## src/hdl/afr_pkg.sv

```systemverilog
`default_nettype none
// ----------------------------------------------------------------------------
// afr_pkg
// Shared types, codes and constants of the arrival feedback recorder.
// ----------------------------------------------------------------------------
package afr_pkg;

    localparam int SEQ_SPACE_DEF   = 65536;
    localparam int MAX_SAMPLES_DEF = 32;

    localparam int SEQ_BITS  = 16;
    localparam int TIME_BITS = 48;
    localparam int RATE_BITS = 32;
    localparam int IVL_BITS  = 16;
    localparam int CFG_BITS  = 16;
    localparam int CFGI_BITS = 14;

    // Feedback packet size in bits times 1000: (20 + 8 + 10 + 170) * 8 * 1000
    localparam longint REPORT_BITS_K = 64'd1664000;
    localparam longint F20           = 20 * REPORT_BITS_K;
    localparam longint TWO_K         = 2 * REPORT_BITS_K;

    localparam int PROD_BITS = RATE_BITS + CFGI_BITS;
    // numerator holds 2 * REPORT_BITS_K times the widest interval register
    localparam int DIV_NUM_W = 36;
    localparam int DIV_DEN_W = 33;
    localparam int DIV_CNT_W = 6;

    localparam int RESQ_DEPTH = 4;

    // Configuration register indexes
    localparam logic [2:0] CFG_BACK_WINDOW  = 3'd0;
    localparam logic [2:0] CFG_MAX_PRUNE    = 3'd1;
    localparam logic [2:0] CFG_MIN_INTERVAL = 3'd2;
    localparam logic [2:0] CFG_MAX_INTERVAL = 3'd3;
    localparam logic [2:0] CFG_INIT_INTERVAL = 3'd4;

    localparam logic [CFG_BITS-1:0]  RST_BACK_WINDOW  = 16'd500;
    localparam logic [CFG_BITS-1:0]  RST_MAX_PRUNE    = 16'd50;
    localparam logic [CFGI_BITS-1:0] RST_MIN_INTERVAL = 14'd50;
    localparam logic [CFGI_BITS-1:0] RST_MAX_INTERVAL = 14'd250;
    localparam logic [CFGI_BITS-1:0] RST_INIT_INTERVAL = 14'd100;

    // Function codes
    localparam logic [1:0] FN_ARRIVAL = 2'd0;
    localparam logic [1:0] FN_RATE    = 2'd1;
    localparam logic [1:0] FN_TICK    = 2'd2;
    localparam logic [1:0] FN_UNUSED  = 2'd3;

    // Result status codes
    localparam logic [2:0] ST_STORED   = 3'd0;
    localparam logic [2:0] ST_REJECTED = 3'd1;
    localparam logic [2:0] ST_INTERVAL = 3'd2;
    localparam logic [2:0] ST_NOT_DUE  = 3'd3;
    localparam logic [2:0] ST_REFUSED  = 3'd4;
    localparam logic [2:0] ST_SAMPLE   = 3'd5;
    localparam logic [2:0] ST_EMPTY    = 3'd6;

    typedef enum logic [1:0] {
        K_ARRIVAL = 2'd0,
        K_RATE    = 2'd1,
        K_TICK    = 2'd2
    } t_kind;

    typedef struct packed {
        t_kind                 kind;
        logic [SEQ_BITS-1:0]   seq;
        logic [TIME_BITS-1:0]  now;
        logic [RATE_BITS-1:0]  bitrate;
    } t_cmd;

    typedef struct packed {
        logic [2:0]            status;
        logic [SEQ_BITS-1:0]   sample_seq;
        logic [TIME_BITS-1:0]  sample_time;
        logic [SEQ_BITS-1:0]   base_seq;
        logic [IVL_BITS-1:0]   interval_ms;
        logic                  last;
    } t_res;

    typedef struct packed {
        logic [CFG_BITS-1:0]   back_window;
        logic [CFG_BITS-1:0]   max_prune;
        logic [CFGI_BITS-1:0]  min_interval;
        logic [CFGI_BITS-1:0]  max_interval;
    } t_cfg;

endpackage
`default_nettype wire

```

## src/hdl/afr_resq.sv

```systemverilog
`default_nettype none
// ----------------------------------------------------------------------------
// afr_resq
// Result queue between the engine and the output ports.
// ----------------------------------------------------------------------------
module afr_resq (
    input  wire logic          i_clk,
    input  wire logic          i_rst_n,
    input  wire logic          i_push,
    input  afr_pkg::t_res      i_res,
    output logic               o_full,
    output logic               empty,
    input  wire logic          pop,
    output afr_pkg::t_res      o_res
);
    import afr_pkg::*;

    localparam int PW = $clog2(RESQ_DEPTH);

    t_res          r_mem [RESQ_DEPTH];
    logic [PW-1:0] r_wp, r_rp;
    logic [PW:0]   r_cnt;
    logic          wr, rd;

    assign o_full = (r_cnt == (PW+1)'(RESQ_DEPTH));
    assign empty  = (r_cnt == '0);
    assign wr     = i_push && !o_full;
    assign rd     = pop && !empty;
    assign o_res  = r_mem[r_rp];

    always_ff @(posedge i_clk) begin
        if (wr) begin
            r_mem[r_wp] <= i_res;
        end
        if (!i_rst_n) begin
            r_wp  <= '0;
            r_rp  <= '0;
            r_cnt <= '0;
        end else begin
            if (wr) r_wp <= r_wp + PW'(1);
            if (rd) r_rp <= r_rp + PW'(1);
            r_cnt <= r_cnt + (PW+1)'(wr) - (PW+1)'(rd);
        end
    end

endmodule
`default_nettype wire

```

## config.mk

```make
export PLATFORM = sky130hd
export DESIGN_NAME = afr_resq
export DESIGN_NICKNAME = d
export VERILOG_FILES = /design/src/hdl/afr_pkg.sv /design/src/hdl/afr_resq.sv
export SDC_FILE = /design/constraint.sdc
export NUM_CORES = 1
export LEC_CHECK = 0
export BUFFER_PORTS_ARGS = -buffer_cell sky130_fd_sc_hd__buf_4
export CORE_MARGIN = 2
export CORE_UTILIZATION = 30
export DETAILED_ROUTE_END_ITERATION = 16
export SLEW_MARGIN = 10
export SYNTH_ARGS = -nofsm -noshare
export SYNTH_HDL_FRONTEND = slang
export SYNTH_SLANG_ARGS = --single-unit
```

## constraint.sdc

```tcl
create_clock -name i_clk -period 4.9 [get_ports i_clk]
set_clock_uncertainty 0.15 [all_clocks]
set_input_delay 0.49 -clock i_clk [delete_from_list [all_inputs] [get_ports i_clk]]
set_output_delay 0.49 -clock i_clk [all_outputs]
set_load 0.005 [all_outputs]
```

== Word-level counts from Yosys, hierarchy flattened ==
Memory sizes are Yosys's and may differ from the RTL's. A register that Yosys moved wholly into a read port is not among the register bits.
Index checks and enable logic that the tools add are counted.

* Flip-flop bits (word level): 7
* RAM bits: 400
* Output and inout bits: 102
* Word-level logic and storage cells: 18
* Memories kept: 1

{| class="wikitable"
|+ Memories
! memory !! words !! width !! rd ports !! clocked after memory_dff !! wr ports !! RTL line !! RTL
|-
| r_mem || 4 || 100 || 1 || 1 || 1 || afr_resq.sv:20 || <nowiki>t_res r_mem [RESQ_DEPTH];</nowiki>
|}

* Add/subtract/negate cells: 4
* Eq/ne operators: 1
* Muxes and demuxes: 4
* Reduce and logical (&&, ||, !) cells: 5

{| class="wikitable"
|+ Operators by type and width
! operator !! count
|-
| $add 2x1->2 const B || 2
|-
| $mux 2 || 2
|-
| $add 3x1->3 || 1
|-
| $eq 3x3->1 const B || 1
|-
| $logic_not 3->1 || 1
|-
| $sub 3x1->3 || 1
|-
| $logic_and 1x1->1 || 2
|-
| $logic_not 1->1 || 2
|-
| $mux 1 || 2
|}

== Depth between registers and ports, before layout ==
Gate-level depths: netlist (run 1).

* Word-level depth: 5
* Gate-level depth with buffers: 11

== Least setup slack after synthesis (run 1) ==
OpenSTA, ideal clock, no wires.

* Path kind: in2reg
* From: input port i_push
* To: memory r_mem[0][0] in the netlist's numbering, enable pin
* Library setup time: 0.470 ns
* Arrival: 3.089 ns
* Path slack: 1.191 ns
* Stages: 3
* Path buffers: 1
* Cell sequence: nor2b_1 -> buf_2 -> and2_1

* Word-level cells in the longest chain between the ends: 3

{| class="wikitable"
|+ RTL lines
! item !! RTL line !! RTL
|-
| start: declaration || afr_resq.sv:9 || <nowiki>input wire logic i_push,</nowiki>
|-
| $logic_and 1x1->1 || afr_resq.sv:27 || <nowiki>assign wr = i_push && !o_full;</nowiki>
|-
| $mux 1 || afr_resq.sv:32 || <nowiki>if (wr) begin</nowiki>
|-
| $mux 1 (implied by the code) || afr_resq.sv:33 || <nowiki>r_mem[r_wp] <= i_res;</nowiki>
|-
| end: declaration || afr_resq.sv:20 ||
|}

No other way between the ends.

==> run summary, run 1 <==
The maximum level of the CTS H-tree came out at 2. The post-synthesis cell area is 15,020 µm². The number of antenna violations at the first check in global routing is 3. OpenSTA, run right after detailed placement, puts the worst setup slack at 2.082 ns.

The post-synthesis share of cell area spent on and, or, nand and nor gates came out at 0.7916%. The worst-skew pair later-pin latency is 0.55 ns. The smallest clock period supported by the final layout is computed as 3.213 ns. The first-pass GRT wire length is 45,940 µm. After filler insertion, the fill cell instance count of the layout stands at 4,321. The part of the Yosys area used for sequential elements is 81.19%. The leakage power is 6.547 nW.

The setup check on the worst reg-to-reg path leaves a slack of 2.24 ns. TritonCTS built the clock tree. The die covers 51,860 µm². Traced cell by cell, the critical path runs through buf_12, mux4_2, buf_4. The total count of max-transition violations in the final report is 0. The finished cells cover 19,620 µm². The layout overhead on the synthesized area is 30.67%.

The pre-antenna-repair detailed-routing pass consisted of 4 iterations. The flow ran to the end, and the final reports show no timing, DRC or antenna violations. The number of maximum-capacitance violations is 0. After detailed routing, the number of remaining DRC violations is 0.

The synthesized net count is 684. The count of endpoints failing hold in the final timing report is 0. Summed over all layers, the routed wires come to 29,840 µm. Dividing total power by cell area gives a power density of 481.9 nW/µm². The sink count of the clock tree is 409. The peak ir drop on the vdd network came out at 262.4 µV.

The sequential cells in the finished layout cover a total of 12,200 µm². The share of the synthesized area in compound gates (AO/OA/AOI/OAI) came out at 0.1500%. The post-route netlist has 41.32% of its cells at a drive strength greater than 1. The number of buffers added by the clock tree synthesis step is 44. The data arrival time of the worst path came out at 2.57 ns. The total chip power came out at 9.455 mW. The worst setup path is of the flip-flop to primary output kind. After detailed routing, the number of vias per cell comes to 4.325. Setup repair after global routing left no endpoint under its margin. The highest fanout seen on the critical path is 46.

In this run the core area contains 81 standard-cell rows. The routability congestion estimate from global placement is 0.6641. The layout net count came out at 1,020.

Measured against its own limit, the worst slew margin works out to 39.58%. Global routing used 11.56% of the available tracks. The number of warning messages in the yosys log came out at 0.

The launching element type of the critical path is a flip-flop. The die span in x came out at 227.7 µm. The worst setup path is captured at a primary output. STA puts the critical path data required time at 4.26 ns. Summing all multi-input logic gate instances after layout gives 2536 µm². The utilization after layout is 39.92%.

The average footprint of a synthesized cell came out at 26.21 µm². The number of DRC markers in iteration 0 came out at 352. The worst-margin pin slew came out at 0.9064 ns.

The final route contains 6,938 vias. The standard cell core area is 49,150 µm². The top-level port count is 206. The register bit total from synthesis came out at 409. The starting utilization of the core area is 30.55%. The placement-stage cell area is 17,260 µm². The number of cells in the design after placement came out at 1,427. The count of input and output buffers is 205. The cell sitting at the root of the clock tree is a clkbuf_16. Hold timing on the final database bottoms out at a slack of 0.09110 ns. The multiplexer area fraction after synthesis is 15.13%. The HPWL reported at the end of detailed placement came out at 16,740 µm.

The slowest cell on the critical path is dfxtp_4. The largest incremental delay on the critical path came out at 0.77 ns. The clock passes through at most 3 buffers.

The final instance count without filler cells came out at 1,604. The number of global-route vias before repair was 7,715. The clock-pin slew of the registers on the worst-case setup and hold paths is 0.06 ns. The final number of setup-violating endpoints is 0.

The number of instances in the synthesized netlist came out at 573. The total overflow reported by the global router came out at 0. The number of different library cells in the post-synthesis netlist came out at 21. Setup total negative slack on the finished layout was measured at 0 ns. Based on the critical path, the design can be clocked at up to 0.3112 GHz. The maximum number of pins on one net before global-route repair came out at 55. The remaining antenna violation count after routing came out at 0. The final worst slack is 1.687 ns.

After Yosys synthesis, XOR and XNOR cells account for 0.1167% of the synthesized area. Of the total synthesized cell area, the portion taken by full adders, half adders and majority gates is 0.6333%. In the final routed layout, each cell accounts on average for 18.60 µm. The combinational family with the most area after synthesis is multiplexers.

The final worst-path cycle share is 65.58%. The die height is 227.7 µm. In this run the worst hold path is classified as primary input to flip-flop.
==> power breakdown <==
group          internal [mW]  switching, mW
registers               4.25          0.157
clock network           1.81           1.30
logic                   1.11          0.832
==> cell type report <==
class                      count  area share [%]
tap                          664           4.234
multi-input combinational    134           12.93
inverter                       6          0.1148
antenna                        1         0.01275
clock inverter                24          0.9565
timing repair buffer         314           13.61
clock buffer                  52           5.975
sequential                   409           62.17
==> worst max-delay path: cells and delay by family, from the launching register on <==
| family | cells | cell delay, ns |
|---|---|---|
| flip-flops | 1 | 0.77 |
| buffers and inverters | 2 | 0.55 |
| multiplexers | 1 | 0.60 |
==> final timing paths <==
check,startpoint,end,cells past startpoint
setup / recovery,flip-flop,o_res[49],3
hold reg to reg,r_rp[0],r_rp[0],2
hold / removal,i_rst_n,r_cnt[1],2
setup reg to reg,r_cnt[2],r_mem[0][7],4
==> state kept, by name, indices dropped and copies added (netlist names), named ones only <==
register,count
r_wp,2
r_mem,400
r_rp,2
r_cnt,3
==> cell usage after synthesis, drive strengths merged <==
| cell | n | area share (%) |
|---|---|---|
| o21ai | 3 | 0.10 |
| edfxtp | 400 | 80 |
| xnor2 | 2 | 0.12 |
| nor3 | 1 | 0.067 |
| ha | 6 | 0.50 |
| and2 | 7 | 0.29 |
| nor3b | 1 | 0.083 |
| inv | 6 | 0.15 |
| or3 | 1 | 0.042 |
| nor2b | 2 | 0.083 |
| dfxtp | 9 | 1.2 |
| fa | 1 | 0.13 |
| buf | 24 | 1.8 |
| mux4 | 100 | 15 |
| or4bb | 1 | 0.075 |
| nand2 | 6 | 0.15 |
| mux2i | 2 | 0.13 |
| a21boi | 1 | 0.050 |
==> cell families (layout without fill, tap and decap cells) <==
group	after synthesis	in the layout
other	0	1
flip-flops	409	409
AO/OA/AOI/OAI	4	4
AND/OR/NAND/NOR	19	19
buffers and inverters	30	396
multiplexers	102	102
XOR/XNOR	2	2
adder cells (fa/ha/maj)	7	7
==> placed cells by master (no fill, tap or decap), drive strengths merged, types with 2 or more instances in the layout <==
master	synthesis	routed
dlygate4sd3	0	100
and2	7	7
clkinv	0	16
buf	24	214
nand2	6	6
inv	6	10
mux2i	2	2
clkinvlp	0	2
xnor2	2	2
mux4	100	100
o21ai	3	3
dfxtp	9	9
bufinv	0	2
ha	6	6
clkbuf	0	52
nor2b	2	2
edfxtp	400	400
==> per-layer routing <==
layer | track usage [%] | part of all wire (%) | vias up
met3 | 3.534 | 5.5 | 53
met1 | 14.12 | 42 | 3600
met4 | 3.598 | 2.2 | 4
li1 | - | - | 3125
met5 | 0 | 0.10 | -
met2 | 19.65 | 50 | 156
==> repair_timing <==
item | CTS | global route
gates resized for setup | 0 | 0
endpoints found under the hold margin | 400 | 0
setup buffers | 0 | 0
hold buffers | 100 | 0
Note: power is estimated with default switching activity, not from simulation.
==> inputs of run 2 (changes only) <==
==> constraint.sdc (replaced) <==
create_clock -name i_clk -period 2.82 [get_ports i_clk]
set_clock_uncertainty 0.15 [all_clocks]
set_input_delay 0.282 -clock i_clk [delete_from_list [all_inputs] [get_ports i_clk]]
set_output_delay 0.282 -clock i_clk [all_outputs]
set_load 0.005 [all_outputs]
==> run summary, run 2 (synthesis gave the netlist of run 1 again) <==
The worst register-to-register path begins at r_cnt[0]. The worst-margin pin slew came out at 0.5727 ns. For the worst-skew pair, the clock arrives at the later sink with an insertion delay of 0.54 ns.

Clock-pin slew was measured on the worst setup and hold paths at 0.06 ns. The most common library cell in the layout ignoring fill and taps is edfxtp_1. The length of the first detailed-routing pass in iterations came out at 4. The register with the most flip-flops in the layout has 400 of them.

The number of antenna violations at the first check in global routing is 2. The standard cell core area came out at 49,150 µm². The starting utilization of the core area came out at 30.55%. The capture instance of the worst register-to-register path is r_cnt[2]. The flow ran to the end, and the final reports show no timing, DRC or antenna violations.

The launching element type of the critical path is a flip-flop. Entering global routing, the biggest net connects 60 pins. The layout overhead on the synthesized area came out at 32.28%. The final worst-path cycle share came out at 94.07%.

The total buffers and inverters traversed by the critical path is 2. The post-route DRC violation count came out at 0. The sum of routed wire length over all layers came out at 30,560 µm. The final worst slack is 0.1672 ns. In the final timing run, aggregate negative setup slack is 0 ns.

CTS built an H-tree with a depth of 2. The signal on the critical path passes through buf_12, mux4_2, buf_4. The number of maximum-capacitance violations is 0.

The worst relative slew slack is 61.82%. The total overflow reported by the global router came out at 0. The floorplan row count is 81.

The tightest min-delay check is of the primary input to flip-flop type. The top-level port count came out at 206. The data arrival time of the worst path came out at 2.22 ns. After clock tree synthesis, the repair step resized 0 gates. The routed layout has 7,117 vias. The number of global-route vias before repair came out at 7,731. Once detailed placement completed, the half-perimeter wirelength came to 18,200 µm. On the critical path, the stage with the largest delay is an instance of mux4_2. The number of cells traversed by the worst register-to-register path is 9.

The count of endpoints failing hold in the final timing report came out at 0. Timing would allow up to 0.3770 GHz. The post-placement setup slack came out at 0.4485 ns. For this block, the initial DRC count from the detailed router was 438. The count of input and output buffers is 205. The worst hold path startpoint is i_push. Setup repair after global routing left no endpoint under its margin. The hold buffer count at cts is 102. The sink count of the clock tree came out at 409. The first-pass GRT wire length is 46,780 µm.

The critical path endpoint category is a primary output. The final number of setup-violating endpoints came out at 0. The top register by number of flip-flops is r_mem. The die span in x is 227.7 µm. The routability congestion estimate from global placement is 0.7069.

The layout net count is 1,035. The die height came out at 227.7 µm. The number of setup buffers added after CTS is 0. Global routing used 11.84% of the available tracks.

The maximum root-to-sink buffer count is 3. The largest incremental delay on the critical path came out at 0.60 ns. The worst hold path cell count came out at 4.

The average wire length per cell after detail routing came out at 18.90 µm. The clock tree root driver cell is clkbuf_16. The register-to-register setup slack is 0.43 ns. TritonCTS built the clock tree.

The die covers 51,860 µm². Once detail routing completed, the nets flagged for antenna violations numbered 0. The number of antenna repair diodes is 0. The top cell types in the final layout, fill and taps aside, are 400 x edfxtp_1, 213 x buf_4, 102 x dlygate4sd3_1, 100 x mux4_2, 44 x clkbuf_16. Counting tap cells, the placed design contains a total of 1,440 instances. Counting I/O delays and the setup requirement, the final critical path takes 2.653 ns. TritonCTS created 44 clock buffers. The largest registers in the layout are r_mem: 400 flops, r_cnt: 3 flops. The total count of max-transition violations in the final report is 0. The final instance count without filler cells came out at 1,617. The worst hold endpoint is r_wp[0]. VDD sags by at most 474.1 µV. The kind of cell with the highest combined delay along the critical path is multiplexers. Final hold analysis gives a worst-case slack of 0.1592 ns. By startpoint and endpoint, the worst setup path is classified as flip-flop to primary output. The ratio of routed vias to standard cells is 4.401. The power density over the cells is 836.1 nW/µm². The number of fill cells is 4,343. The required time at the endpoint of the critical path is 2.39 ns.

The analysis attributes to cell leakage a power of 6.641 nW. Cells with a size suffix above 1 make up 41.24% of the layout. The highest fanout seen on the critical path came out at 42.
run 2: power breakdown:
part	total (mW)	switching, mW	internal (mW)
clock network	5.47	2.20	3.27
logic	3.58	1.58	2.01
registers	7.56	0.186	7.37
run 2: worst max path at each step:
stage	startpoint	endpoint	slack (ns)	cells after the start
global placement	r_cnt[1]	r_cnt[2]	0.52	9
floorplan	r_cnt[2]	r_mem[0][0]	0.24	4
finish	flip-flop	o_res[30]	0.17	3
global route	flip-flop	o_res[8]	0.01	3
CTS	flip-flop	o_res[8]	0.07	3
detailed placement	r_cnt[2]	r_cnt[2]	0.45	10
run 2: tightest hold or removal path, cell delays in order:
cell and delay, ns:
buf_4 0.11, nor2b_1 0.14, buf_4 0.16, mux2i_1 0.11
run 2: routing by layer:
layer,up-vias,track usage (%),wire length [µm]
li1,3156,-,-
met1,3704,15.13,13020
met2,201,19.60,15080
met3,52,3.397,1862
met4,4,3.577,573
met5,-,0,27
run 2: per-stage QoR:
stage | power, mW | util, % | instance area [µm²]
after CTS | 16.94 | 40.41 | 19860
final | 16.61 | 40.41 | 19860
after floorplan | 9.642 | - | 15020
after detailed placement | 11.28 | 35.54 | 17470
after global placement | 11.22 | 35.54 | 17470
after global routing | 17.39 | 40.41 | 19860
run 2: final cells by class:
type	count	area (µm²)	area share (%)
Sequential cell	409	12200	61.42
Timing Repair Buffer	329	2900	14.60
Multi-Input combinational cell	134	2536	12.77
Clock buffer	62	1219	6.135
Tap cell	664	830.8	4.183
Clock inverter	13	155.1	0.7811
Inverter	6	22.52	0.1134
