==> config.mk <==
export PLATFORM = sky130hd
export DESIGN_NAME = afr_front
export DESIGN_NICKNAME = d
export VERILOG_FILES = /design/src/hdl/afr_pkg.sv /design/src/hdl/afr_front.sv
export SDC_FILE = /design/constraint.sdc
export NUM_CORES = 1
export LEC_CHECK = 0
export BUFFER_PORTS_ARGS = -buffer_cell sky130_fd_sc_hd__buf_2
export CORE_UTILIZATION = 45
export CTS_CLUSTER_DIAMETER = 200
export CTS_CLUSTER_SIZE = 8
export DETAILED_ROUTE_END_ITERATION = 16
export PLACE_DENSITY = 0.68
export SYNTH_ARGS = -nofsm -noshare
export SYNTH_HDL_FRONTEND = slang
export SYNTH_SLANG_ARGS = --single-unit
==> constraint.sdc <==
create_clock -name i_clk -period 12.95 [get_ports i_clk]
set_clock_uncertainty 0.1 [all_clocks]
set_input_delay 0.6475 -clock i_clk [delete_from_list [all_inputs] [get_ports i_clk]]
set_output_delay 0.6475 -clock i_clk [all_outputs]
set_load 0.05 [all_outputs]
==> src/hdl/afr_pkg.sv <==
`default_nettype none
// ----------------------------------------------------------------------------
// afr_pkg
// Shared types, codes and constants of the arrival feedback recorder.
// ----------------------------------------------------------------------------
package afr_pkg;

    localparam int SEQ_SPACE_DEF   = 65536;
    localparam int MAX_SAMPLES_DEF = 32;

    localparam int SEQ_BITS  = 16;
    localparam int TIME_BITS = 48;
    localparam int RATE_BITS = 32;
    localparam int IVL_BITS  = 16;
    localparam int CFG_BITS  = 16;
    localparam int CFGI_BITS = 14;

    // Feedback packet size in bits times 1000: (20 + 8 + 10 + 170) * 8 * 1000
    localparam longint REPORT_BITS_K = 64'd1664000;
    localparam longint F20           = 20 * REPORT_BITS_K;
    localparam longint TWO_K         = 2 * REPORT_BITS_K;

    localparam int PROD_BITS = RATE_BITS + CFGI_BITS;
    // numerator holds 2 * REPORT_BITS_K times the widest interval register
    localparam int DIV_NUM_W = 36;
    localparam int DIV_DEN_W = 33;
    localparam int DIV_CNT_W = 6;

    localparam int RESQ_DEPTH = 4;

    // Configuration register indexes
    localparam logic [2:0] CFG_BACK_WINDOW  = 3'd0;
    localparam logic [2:0] CFG_MAX_PRUNE    = 3'd1;
    localparam logic [2:0] CFG_MIN_INTERVAL = 3'd2;
    localparam logic [2:0] CFG_MAX_INTERVAL = 3'd3;
    localparam logic [2:0] CFG_INIT_INTERVAL = 3'd4;

    localparam logic [CFG_BITS-1:0]  RST_BACK_WINDOW  = 16'd500;
    localparam logic [CFG_BITS-1:0]  RST_MAX_PRUNE    = 16'd50;
    localparam logic [CFGI_BITS-1:0] RST_MIN_INTERVAL = 14'd50;
    localparam logic [CFGI_BITS-1:0] RST_MAX_INTERVAL = 14'd250;
    localparam logic [CFGI_BITS-1:0] RST_INIT_INTERVAL = 14'd100;

    // Function codes
    localparam logic [1:0] FN_ARRIVAL = 2'd0;
    localparam logic [1:0] FN_RATE    = 2'd1;
    localparam logic [1:0] FN_TICK    = 2'd2;
    localparam logic [1:0] FN_UNUSED  = 2'd3;

    // Result status codes
    localparam logic [2:0] ST_STORED   = 3'd0;
    localparam logic [2:0] ST_REJECTED = 3'd1;
    localparam logic [2:0] ST_INTERVAL = 3'd2;
    localparam logic [2:0] ST_NOT_DUE  = 3'd3;
    localparam logic [2:0] ST_REFUSED  = 3'd4;
    localparam logic [2:0] ST_SAMPLE   = 3'd5;
    localparam logic [2:0] ST_EMPTY    = 3'd6;

    typedef enum logic [1:0] {
        K_ARRIVAL = 2'd0,
        K_RATE    = 2'd1,
        K_TICK    = 2'd2
    } t_kind;

    typedef struct packed {
        t_kind                 kind;
        logic [SEQ_BITS-1:0]   seq;
        logic [TIME_BITS-1:0]  now;
        logic [RATE_BITS-1:0]  bitrate;
    } t_cmd;

    typedef struct packed {
        logic [2:0]            status;
        logic [SEQ_BITS-1:0]   sample_seq;
        logic [TIME_BITS-1:0]  sample_time;
        logic [SEQ_BITS-1:0]   base_seq;
        logic [IVL_BITS-1:0]   interval_ms;
        logic                  last;
    } t_res;

    typedef struct packed {
        logic [CFG_BITS-1:0]   back_window;
        logic [CFG_BITS-1:0]   max_prune;
        logic [CFGI_BITS-1:0]  min_interval;
        logic [CFGI_BITS-1:0]  max_interval;
    } t_cfg;

endpackage
`default_nettype wire

==> src/hdl/afr_front.sv <==
`default_nettype none
// ----------------------------------------------------------------------------
// afr_front
// Input side: takes requests, drops unused function codes, and queues the
// classified commands for the engine.
// ----------------------------------------------------------------------------
module afr_front (
    input  wire logic                          i_clk,
    input  wire logic                          i_rst_n,
    input  wire logic                          push,
    output logic                               full,
    input  wire logic                          i_hold,
    input  wire logic [1:0]                    i_func,
    input  wire logic [afr_pkg::SEQ_BITS-1:0]  i_seq_number,
    input  wire logic [afr_pkg::TIME_BITS-1:0] i_time_ms,
    input  wire logic [afr_pkg::RATE_BITS-1:0] i_bitrate_bps,
    output logic                               o_cmd_vld,
    output afr_pkg::t_cmd                      o_cmd,
    input  wire logic                          i_cmd_pop
);
    import afr_pkg::*;

    t_cmd       r_slot [2];
    logic       r_wp, r_rp;
    logic [1:0] r_cnt;
    logic       accept, store, take;
    t_cmd       cmd_in;

    assign full      = (r_cnt == 2'd2) || i_hold;
    assign accept    = push && !full;
    assign store     = accept && (i_func != FN_UNUSED);
    assign o_cmd_vld = (r_cnt != 2'd0);
    assign o_cmd     = r_slot[r_rp];
    assign take      = i_cmd_pop && o_cmd_vld;

    always_comb begin
        cmd_in.kind    = t_kind'(i_func);
        cmd_in.seq     = i_seq_number;
        cmd_in.now     = i_time_ms;
        cmd_in.bitrate = i_bitrate_bps;
    end

    always_ff @(posedge i_clk) begin
        if (store) begin
            r_slot[r_wp] <= cmd_in;
        end
        if (!i_rst_n) begin
            r_wp  <= 1'b0;
            r_rp  <= 1'b0;
            r_cnt <= 2'd0;
        end else begin
            if (store) r_wp <= ~r_wp;
            if (take)  r_rp <= ~r_rp;
            r_cnt <= r_cnt + 2'(store) - 2'(take);
        end
    end

endmodule
`default_nettype wire

Word level (Yosys, flattened, before mapping):

Memory sizes are Yosys's and may differ from the RTL's. A register that Yosys moved wholly into a read port is not among the register bits.
Cells that the tools add are included.

* memories kept: 1
* output and inout port bits: 100
* word-level logic and storage cells: 20
* RAM bits: 196
* bits of input ports: 103
* register bits after elaboration: 4

* muxes and demuxes: 4
* add/sub/neg operators: 2
* reductions and logical operators: 6
* equal/unequal tests: 2
* bitwise logic cells: 2

Memories
* r_slot: depth 2, width 98, rd ports 1, clocked after Yosys merged registers in 1, write ports 1, RTL line afr_front.sv:23 `t_cmd r_slot [2];`

Operators by type and width (count)
* $mux W1: 4
* $logic_and A1 B1 Y1: 3
* $add A2 B1 Y2: 1
* $eq A2 B2 Y1 const B: 1
* $ne A2 B2 Y1 const B: 1
* $not A1 Y1: 2
* $reduce_bool A2 Y1: 1
* $sub A2 B1 Y2: 1
* $logic_not A1 Y1: 1
* $logic_or A1 B1 Y1: 1

Depth between registers and ports, before layout:

Gate-level depths: netlist of run 1.

* depth in word-level cells: 7
* gate-level depth with buffers: 8
* mapped depth without buffers: 8

Least setup slack after synthesis of run 1:

OpenSTA, ideal clock, no wires.

* kind: input to register
* start: in i_hold
* end: mem r_slot[0][0] (netlist name), enable pin
* required time: 12.294 ns
* stages: 2
* path buffers: 0
* setup time: 0.556 ns
* data arrival time: 5.020 ns
* path slack: 7.274 ns
* cells stage by stage: nand4b_1 -> nor2_1

* word-level cells in the longest chain between the ends: 6

RTL lines
* start: declaration: RTL line afr_front.sv:12 `input wire logic i_hold,`
* $logic_or A1 B1 Y1: RTL line afr_front.sv:29 `assign full = (r_cnt == 2'd2) || i_hold;`
* $logic_not A1 Y1: RTL line afr_front.sv:30 `assign accept = push && !full;`
* $logic_and A1 B1 Y1: RTL line afr_front.sv:30
* $logic_and A1 B1 Y1: RTL line afr_front.sv:31 `assign store = accept && (i_func != FN_UNUSED);`
* $mux W1: RTL line afr_front.sv:44 `if (store) begin`
* $mux W1 (implied by the code): RTL line afr_front.sv:45 `r_slot[r_wp] <= cmd_in;`
* end: declaration: RTL line afr_front.sv:23

Every way passes these cells.

==> flow_summary.toml, run 1 <==
[route]
antenna_left = 0
vias = 3798
wl_per_cell_um = 16.69
totalWireLength_um = 13300
drt_pass1_iterations = 5
drcViolationCount = 0
drtIter0Drc = 132
vias_per_cell = 4.765

[sta]
min_period_ns = 3.435
max_freq_mhz = 291.1
setup-tns-final_ns = 0
worstMarginPinSlew_ns = 0.7638
rsz0062_at_grt = "false"
hold_viol_final = 0
drv_slew = 0
setup_viol = 0
fin_ws_ns = 9.515
timing.slew.headroom_pct = 49.08
timing.final.crit_share_pct = 26.52

[placed_design]
preCtsSetupSlack_ns = 9.990
globalplace.congestion = 0.7588
portBuffers = 202
dp_hpwl_um = 8466

[die]
initial_core_util_pct = 46.37
io_pins = 203
dieArea_um2 = 16940
die_w_um = 130.2
coreArea_um2 = 15940
fp.dieH_um = 130.2
num_rows = 46

[synth]
synth_top_cell_area_share_pct = 79.62
synth.most_common_cell = "edfxtp_1"
syn_inst = 332
yosys.area.top_type = "edfxtp_1"
yosys_warnings = 0
synthFlopType = "edfxtp_1"
async_reset_ff_share_pct = 0
synth_fp_nets = 437
synth-seq-area-share_pct = 80.97
syn-cell-area_um2 = 7392
ys_types = 18
synth.avg_cell_area_um2 = 22.27
synth_seq_cells = 201
synthTopCellsByArea = "edfxtp_1 (80%), mux2_2 (12%), mux2_4 (4.1%)"
synth_edf_count = 196
synth_common_cells = "edfxtp_1 (196), mux2_2 (78), mux2_4 (20)"

[min_path]
hp-start = "i_bitrate_bps[7]"
hold-path-endpoint = "r_slot[0][7]"
holdPathStages = 1
worst_hold_path_type = "in2reg"

[global_routing]
grt_first_pass_wirelength_um = 19660
grt_overflow = 0
grt_pass1_vias = 4005
grt_max_degree = 54
track_usage_pct = 15.22
grt_antenna_before_repair = 1

[critical_path]
cp_data_required_time_ns = 12.20
r2r_cells = 4
r2r_slack_ns = 10.81
crit_arrival_ns = 2.69
crit_path_max_fanout = 50
r2r-start = "r_cnt[0]"
path_class = "reg2out"
worstSetupEndpointType = "output pin"
critPathLaunchType = "register"
reg2reg_to = "r_slot[0][59]"

[status]
status = "finished, final reports clean"

[power]
p_per_area_nw_per_um2 = 204.0
ir_worst_vdd_mv = 0.1231
p_leak_nw = 3.537

[final_layout]
diodes = 0
num-nets-final = 664
final_layout_size_suffix_gt1_share_pct = 58.35
area_growth_pct = 28.11

[flow_run]
cap_violations = 0

[cts]
clk_latency_ns = 0.50
root_buffer = "clkbuf_16"
tritoncts = "done"
post-cts-setup-buffers = 0
clockBufferDepth = 3
cts_inserted_buffers = 29
cts_max_level = 1
clkTransAtPathRegs_ns = 0.05
cts_hold_buf = 0
cts.sinks = 201
cts_resized = 0
[cells by family (layout without fill, tap and decap cells)]
family,after synthesis,count (layout),share of synthesized area (%)
buf+inv,13,262,1.185
mux,99,99,16.08
compound gates,1,1,0.1016
flops,201,201,80.97
fa+ha+maj,2,2,0.3385
simple gates,13,13,0.9648
xor+xnor,3,3,0.3555
[through the flow]
stage	instances	cell area [µm²]	hold WS (ns)	power, W	util, %
6_report	797	9470	0.2256	0.001932	59.40
5_1_grt	797	9470	0.2005	0.002004	59.40
4_1_cts	797	9470	0.2033	0.001956	59.40
3_5_place_dp	744	8650	0.4030	0.001287	54.25
3_3_place_gp	744	8650	0.3923	0.001280	54.25
2_1_floorplan	332	7392	0.3514	0.001192	-
[critical path, stage by stage, from the launching register on]
cell     delay (ns)
dfxtp_4        0.76
buf_4          0.73
mux2_2         0.42
buf_2          0.21
[sequential cells by signal (all words and copies together), names as in the netlist, named ones only]
signal	count
r_wp	1
r_cnt	2
r_slot	196
r_rp	1
[worst max path at each step]
stage,startpoint,end,slack (ns),cells past startpoint
3_3_place_gp,register,o_cmd[4],10.05,3
3_5_place_dp,register,o_cmd[74],9.99,3
6_report,register,o_cmd[74],9.52,3
2_1_floorplan,i_hold,r_slot[0][0],7.27,2
5_1_grt,register,o_cmd[74],9.36,3
4_1_cts,register,o_cmd[74],9.44,3
[per-layer routing]
layer / vias to the layer above / part of all wire (%) / track usage, %
li1: 1770 / - / -
met1: 1843 / 39 / 16.95
met2: 153 / 51 / 26.88
met3: 30 / 8.6 / 5.535
met4: 2 / 2.2 / 5.198
met5: - / 0.098 / 0
[cell usage in the layout, fill, tap and decap left out]
cell type,Yosys,final
buf_2,7,202
nand2b_1,2,2
and2_1,2,2
clkbuf_1,0,23
dfxtp_4,0,1
o21a_1,1,1
mux2_4,20,20
mux2_2,78,78
clkbuf_16,0,29
edfxtp_1,196,196
ha_1,2,2
nand2_1,3,3
xnor2_1,3,3
or2_2,1,1
buf_4,0,5
nor2_4,0,2
nand4b_1,1,1
inv_1,2,2
mux2i_1,1,1
clkinv_4,0,1
nor2b_1,2,2
dfxtp_1,5,4
[power by group]
group	total, W	leakage, nW	switching [W]	internal, W
registers	0.000783	1.83	0.0000268	0.000756
logic	0.000487	1.32	0.000338	0.000150
clock network	0.000662	0.389	0.000246	0.000416
[final cells by class]
type	count	area [µm²]
Sequential cell	201	5989
Clock buffer	52	812.0
Tap cell	216	270.3
Inverter	2	7.507
Fill cell	1219	6472
Clock inverter	1	8.758
Timing Repair Buffer	207	1049
Multi-Input combinational cell	118	1334
Note: power is estimated with default switching activity, not from simulation.
==> inputs of run 2 (changes only) <==
clock period = 3.6 ns   (was 12.95 ns; I/O delays follow)
==> run 2 against run 1 <==
Non-clock buffer count is 99 higher. Routed wire length grew 11%. Cell count rose by 11%. Die area stayed put. First-iteration DRC count grew 29%. Sequential cell count unchanged.
==> flow_summary.toml, run 2 (synthesis gave the netlist of run 1 again) <==
[status]
status = "finished, final reports clean"

[placed_design]
globalplace.congestion = 0.6673
dp_hpwl_um = 8492
preCtsSetupSlack_ns = 1.485
dpl.cell_count = 744
portBuffers = 202

[cts]
clockBufferDepth = 3
clkTransAtPathRegs_ns = 0.05
cts_max_level = 1
post-cts-setup-buffers = 0
cts_inserted_buffers = 29
cts.sinks = 201
cts_resized = 0
clk_latency_ns = 0.51
tritoncts = "done"
cts_hold_buf = 99
root_buffer = "clkbuf_16"

[final_layout]
num-nets-final = 763
final_layout_size_suffix_gt1_share_pct = 50.67
top_register = "r_slot"
seqCellArea_um2 = 5989
final_cells = 885
multi_input_area_um2 = 1334
diodes = 0
area_growth_pct = 41.47
post-route-util_pct = 65.59
largest_reg_flops = 196
largestRegisters = "r_slot (196), r_cnt (2)"
layout_commonest_cell = "buf_2"
final_cell_mix = "buf_2 (202), edfxtp_1 (196), dlygate4sd3_1 (99), mux2_2 (78), clkbuf_16 (29)"
fillCellCount = 1112

[global_routing]
grt_max_degree = 72
track_usage_pct = 17.19
grt_overflow = 0
grt_first_pass_wirelength_um = 22080
grt_antenna_before_repair = 0
grt_pass1_vias = 4430

[route]
drcViolationCount = 0
drtIter0Drc = 170
antenna_left = 0
totalWireLength_um = 14770
wl_per_cell_um = 16.69
vias = 4209
drt_pass1_iterations = 4
vias_per_cell = 4.756

[power]
ir_worst_vdd_mv = 0.5647
internal-power_w = 0.004790
pwr-share-comb_pct = 26.7
power.switching_w = 0.002214
p_leak_nw = 3.947
p_per_area_nw_per_um2 = 669.7
p_seq_share_pct = 40.2
finalPower_w = 0.007004
switching_share_pct = 31.61
pwr-share-clk_pct = 33.0

[sta]
timing.slew.headroom_pct = 53.67
max_freq_mhz = 377.5
setup_viol = 0
hold_viol_final = 0
worst_hold_slack_ns = 0.04208
fin_ws_ns = 0.9512
drv_slew = 0
min_period_ns = 2.649
timing.final.crit_share_pct = 73.58
rsz0062_at_grt = "false"
worstMarginPinSlew_ns = 0.6949

[die]
initial_core_util_pct = 46.37
io_pins = 203
fp.dieH_um = 130.2
die_w_um = 130.2
num_rows = 46
coreArea_um2 = 15940
dieArea_um2 = 16940

[critical_path]
crit_path_max_fanout = 57
worstSetupEndpointType = "output pin"
critPathLaunchType = "register"
crit_arrival_ns = 2.37
path_class = "reg2out"
cp_data_required_time_ns = 3.32

[flow_run]
cap_violations = 0

[min_path]
worst_hold_path_type = "in2reg"
-- run 2: cell count changes in the layout (fill, tap and decap cells not counted), sizes merged --
cell / delta
clkbuf: -11
dlygate4sd3: +99
-- run 2: area by class of cell --
type	instances	area share, %
Clock buffer	41	7.370
Clock inverter	1	0.08375
Inverter	2	0.07179
Multi-Input combinational cell	118	12.75
Sequential cell	201	57.27
Tap cell	216	2.584
Timing Repair Buffer	306	19.86
-- run 2: path summary, 6_finish.rpt --
check / from / endpoint / slack [ns] / depth (start not counted)
worst min register to register: r_wp / r_wp / 0.43 / 2
worst max-delay path: register / o_cmd[39] / 0.95 / 3
worst max register to register: r_cnt[0] / r_cnt[1] / 1.53 / 8
worst min-delay path: i_cmd_pop / register / 0.04 / 4
-- run 2: per-stage QoR --
stage	instance area, µm²	setup TNS (ns)
after floorplan	7397	-39.92
after global placement	8687	0
after detailed placement	8687	0
after CTS	10460	0
after global routing	10460	0
final	10460	0
-- run 2: layer usage --
layer	up-vias	track usage, %	share of wire [%]
li1	1961	-	-
met5	-	0	0
met1	2071	19.59	39
met2	155	31.38	52
met3	22	4.510	6.7
met4	0	5.404	1.8
-- run 2: power groups by stage --
stage	Clock, W	Combinational [W]	Sequential, W
6_report	0.00231	0.00187	0.00282
5_1_grt	0.00247	0.00196	0.00283
4_1_cts	0.00236	0.00188	0.00282
3_5_place_dp	0	0.00179	0.00286
3_3_place_gp	0	0.00177	0.00286
2_1_floorplan	0	0.00149	0.00279
-- run 2: critical path, cell delays in order, from the launching register on --
cell	delay, ns
dfxtp_4	0.78
buf_12	0.34
mux2_2	0.40
buf_2	0.22
==> inputs of run 3 (changes only) <==
PLACE_DENSITY = 0.71   (was 0.68)
clock period = 2.2 ns   (was 3.6 ns; I/O delays follow)
==> run 3 against run 2 <==
Combinational power rose by 72%. Global-route usage about the same. Largest power group unchanged. Highest routed layer unchanged. Setup slack worse by 0.82 ns. Die area is the same.
==> flow_summary.toml, run 3 (synthesis gave the netlist of run 1 again) <==
[final_layout]
largest_reg_flops = 196
largestRegisters = "r_slot (196), r_cnt (2)"
num-nets-final = 768
final_cells = 902
area_growth_pct = 43.57
top_register = "r_slot"
final_cell_mix = "buf_2 (202), edfxtp_1 (196), dlygate4sd3_1 (101), mux2_2 (78), clkbuf_16 (29)"
layout_commonest_cell = "buf_2"
fillCellCount = 1088
final_layout_size_suffix_gt1_share_pct = 50.29
diodes = 0

[global_routing]
grt_max_degree = 50
grt_overflow = 0
grt_pass1_vias = 4549
grt_antenna_before_repair = 0
track_usage_pct = 17.16
grt_first_pass_wirelength_um = 21990

[status]
status = "finished, final reports clean"

[sta]
rsz0062_at_grt = "false"
min_period_ns = 2.073
hold_viol_final = 0
timing.final.crit_share_pct = 94.22
setup_viol = 0
timing.slew.headroom_pct = 74.41
max_freq_mhz = 482.5
setup-tns-final_ns = 0
drv_slew = 0
worstMarginPinSlew_ns = 0.3830

[die]
die_w_um = 130.2
initial_core_util_pct = 46.37
fp.dieH_um = 130.2
coreArea_um2 = 15940
dieArea_um2 = 16940
io_pins = 203
num_rows = 46

[cts]
root_buffer = "clkbuf_16"
tritoncts = "done"
cts.sinks = 201
cts_max_level = 1
clk_latency_ns = 0.50
cts_resized = 0
clkTransAtPathRegs_ns = 0.05
cts_inserted_buffers = 29
clockBufferDepth = 3

[placed_design]
portBuffers = 202
dpl.cell_count = 746
globalplace.congestion = 0.6667
dp_hpwl_um = 8586

[critical_path]
crit_path_max_fanout = 28
cp_slowest_stage_delay_ns = 0.49
r2r_cells = 8
cp_data_required_time_ns = 1.99
cp_slowest_cell = "dfxtp_4"
r2r_slack_ns = 0.18
crit_buf_inv = 2
reg2reg_to = "r_cnt[1]"
path_cells = "buf_12 > mux2_2 > buf_2"
path_class = "reg2out"
path_delay_family = "flip-flops"
r2r-start = "r_cnt[0]"
critPathLaunchType = "register"
crit_arrival_ns = 1.86
worstSetupEndpointType = "output pin"

[route]
vias = 4209
drcViolationCount = 0
vias_per_cell = 4.666
antenna_left = 0
drtIter0Drc = 163
drt_pass1_iterations = 4
wl_per_cell_um = 16.58
totalWireLength_um = 14960

[power]
switching_share_pct = 31.70
ir_worst_vdd_mv = 0.7154
power.switching_w = 0.003710
pwr-share-comb_pct = 27.5
p_per_area_nw_per_um2 = 1103
p_seq_share_pct = 38.8
pwr-share-clk_pct = 33.7
p_leak_nw = 4.006
internal-power_w = 0.007994

[min_path]
worst_hold_path_type = "in2reg"
hp-start = "i_hold"
hold-path-endpoint = "r_wp"
holdPathStages = 3

[flow_run]
cap_violations = 0
-- run 3: per-stage QoR --
step	total power, W	area (µm²)	setup WS (ns)	hold WS (ns)	util, %
after global placement	0.007636	8761	0.2420	0.1978	54.95
after detailed placement	0.007676	8761	0.1700	0.2013	54.95
final	0.01170	10610	0.1273	0.04482	66.57
after floorplan	0.007013	7416	-0.5654	0.1089	-
after global routing	0.01213	10610	0.04058	0.06361	66.57
after CTS	0.01181	10610	0.09225	0.02207	66.57
-- run 3: routing by layer --
metal  global-route usage (%)  up-vias  wire length (µm)
li1                         -     1985                 -
met1                    17.65     2034              5489
met2                    32.51      157              7933
met3                    5.371       33              1161
met4                    6.088        0               371
met5                        0        -                 0
-- run 3: how the worst max path moves through the flow --
stage	depth (start not counted)	slack [ns]	from	endpoint
after floorplan	3	-0.57	r_cnt[0]	r_slot[0][0]
final	3	0.13	register	o_cmd[75]
after detailed placement	8	0.17	r_cnt[0]	r_cnt[1]
after global placement	8	0.24	r_cnt[0]	r_cnt[1]
after global routing	8	0.04	r_cnt[0]	r_cnt[1]
after CTS	3	0.09	register	o_cmd[4]
-- run 3: power by group through the flow --
stage	clock network (W)	registers, W	logic, W
finish	0.00394	0.00454	0.00322
global route	0.00420	0.00456	0.00337
CTS	0.00403	0.00454	0.00323
detailed placement	0	0.00464	0.00303
global placement	0	0.00463	0.00301
floorplan	0	0.00457	0.00245
-- run 3: area by class of cell --
type                            instances  area, µm²  share of cell area (%)
Sequential cell                       201       5991                   56.45
Timing Repair Buffer                  311       2173                   20.48
Multi-Input combinational cell        118       1341                   12.64
Clock buffer                           52      812.0                   7.651
Tap cell                              216      270.3                   2.547
Clock inverter                          2      17.52                  0.1651
Inverter                                2      7.507                 0.07074
-- run 3: worst min-delay path, cell delays in order --
cell and delay [ns]:
buf_2 0.09, nand4b_1 0.28, mux2i_1 0.12
-- run 3: timing repair --
item	CTS	global route
hold buffers	101	0
hold endpoints to repair	201	0
setup buffers	1	0
setup endpoints to repair	12	0
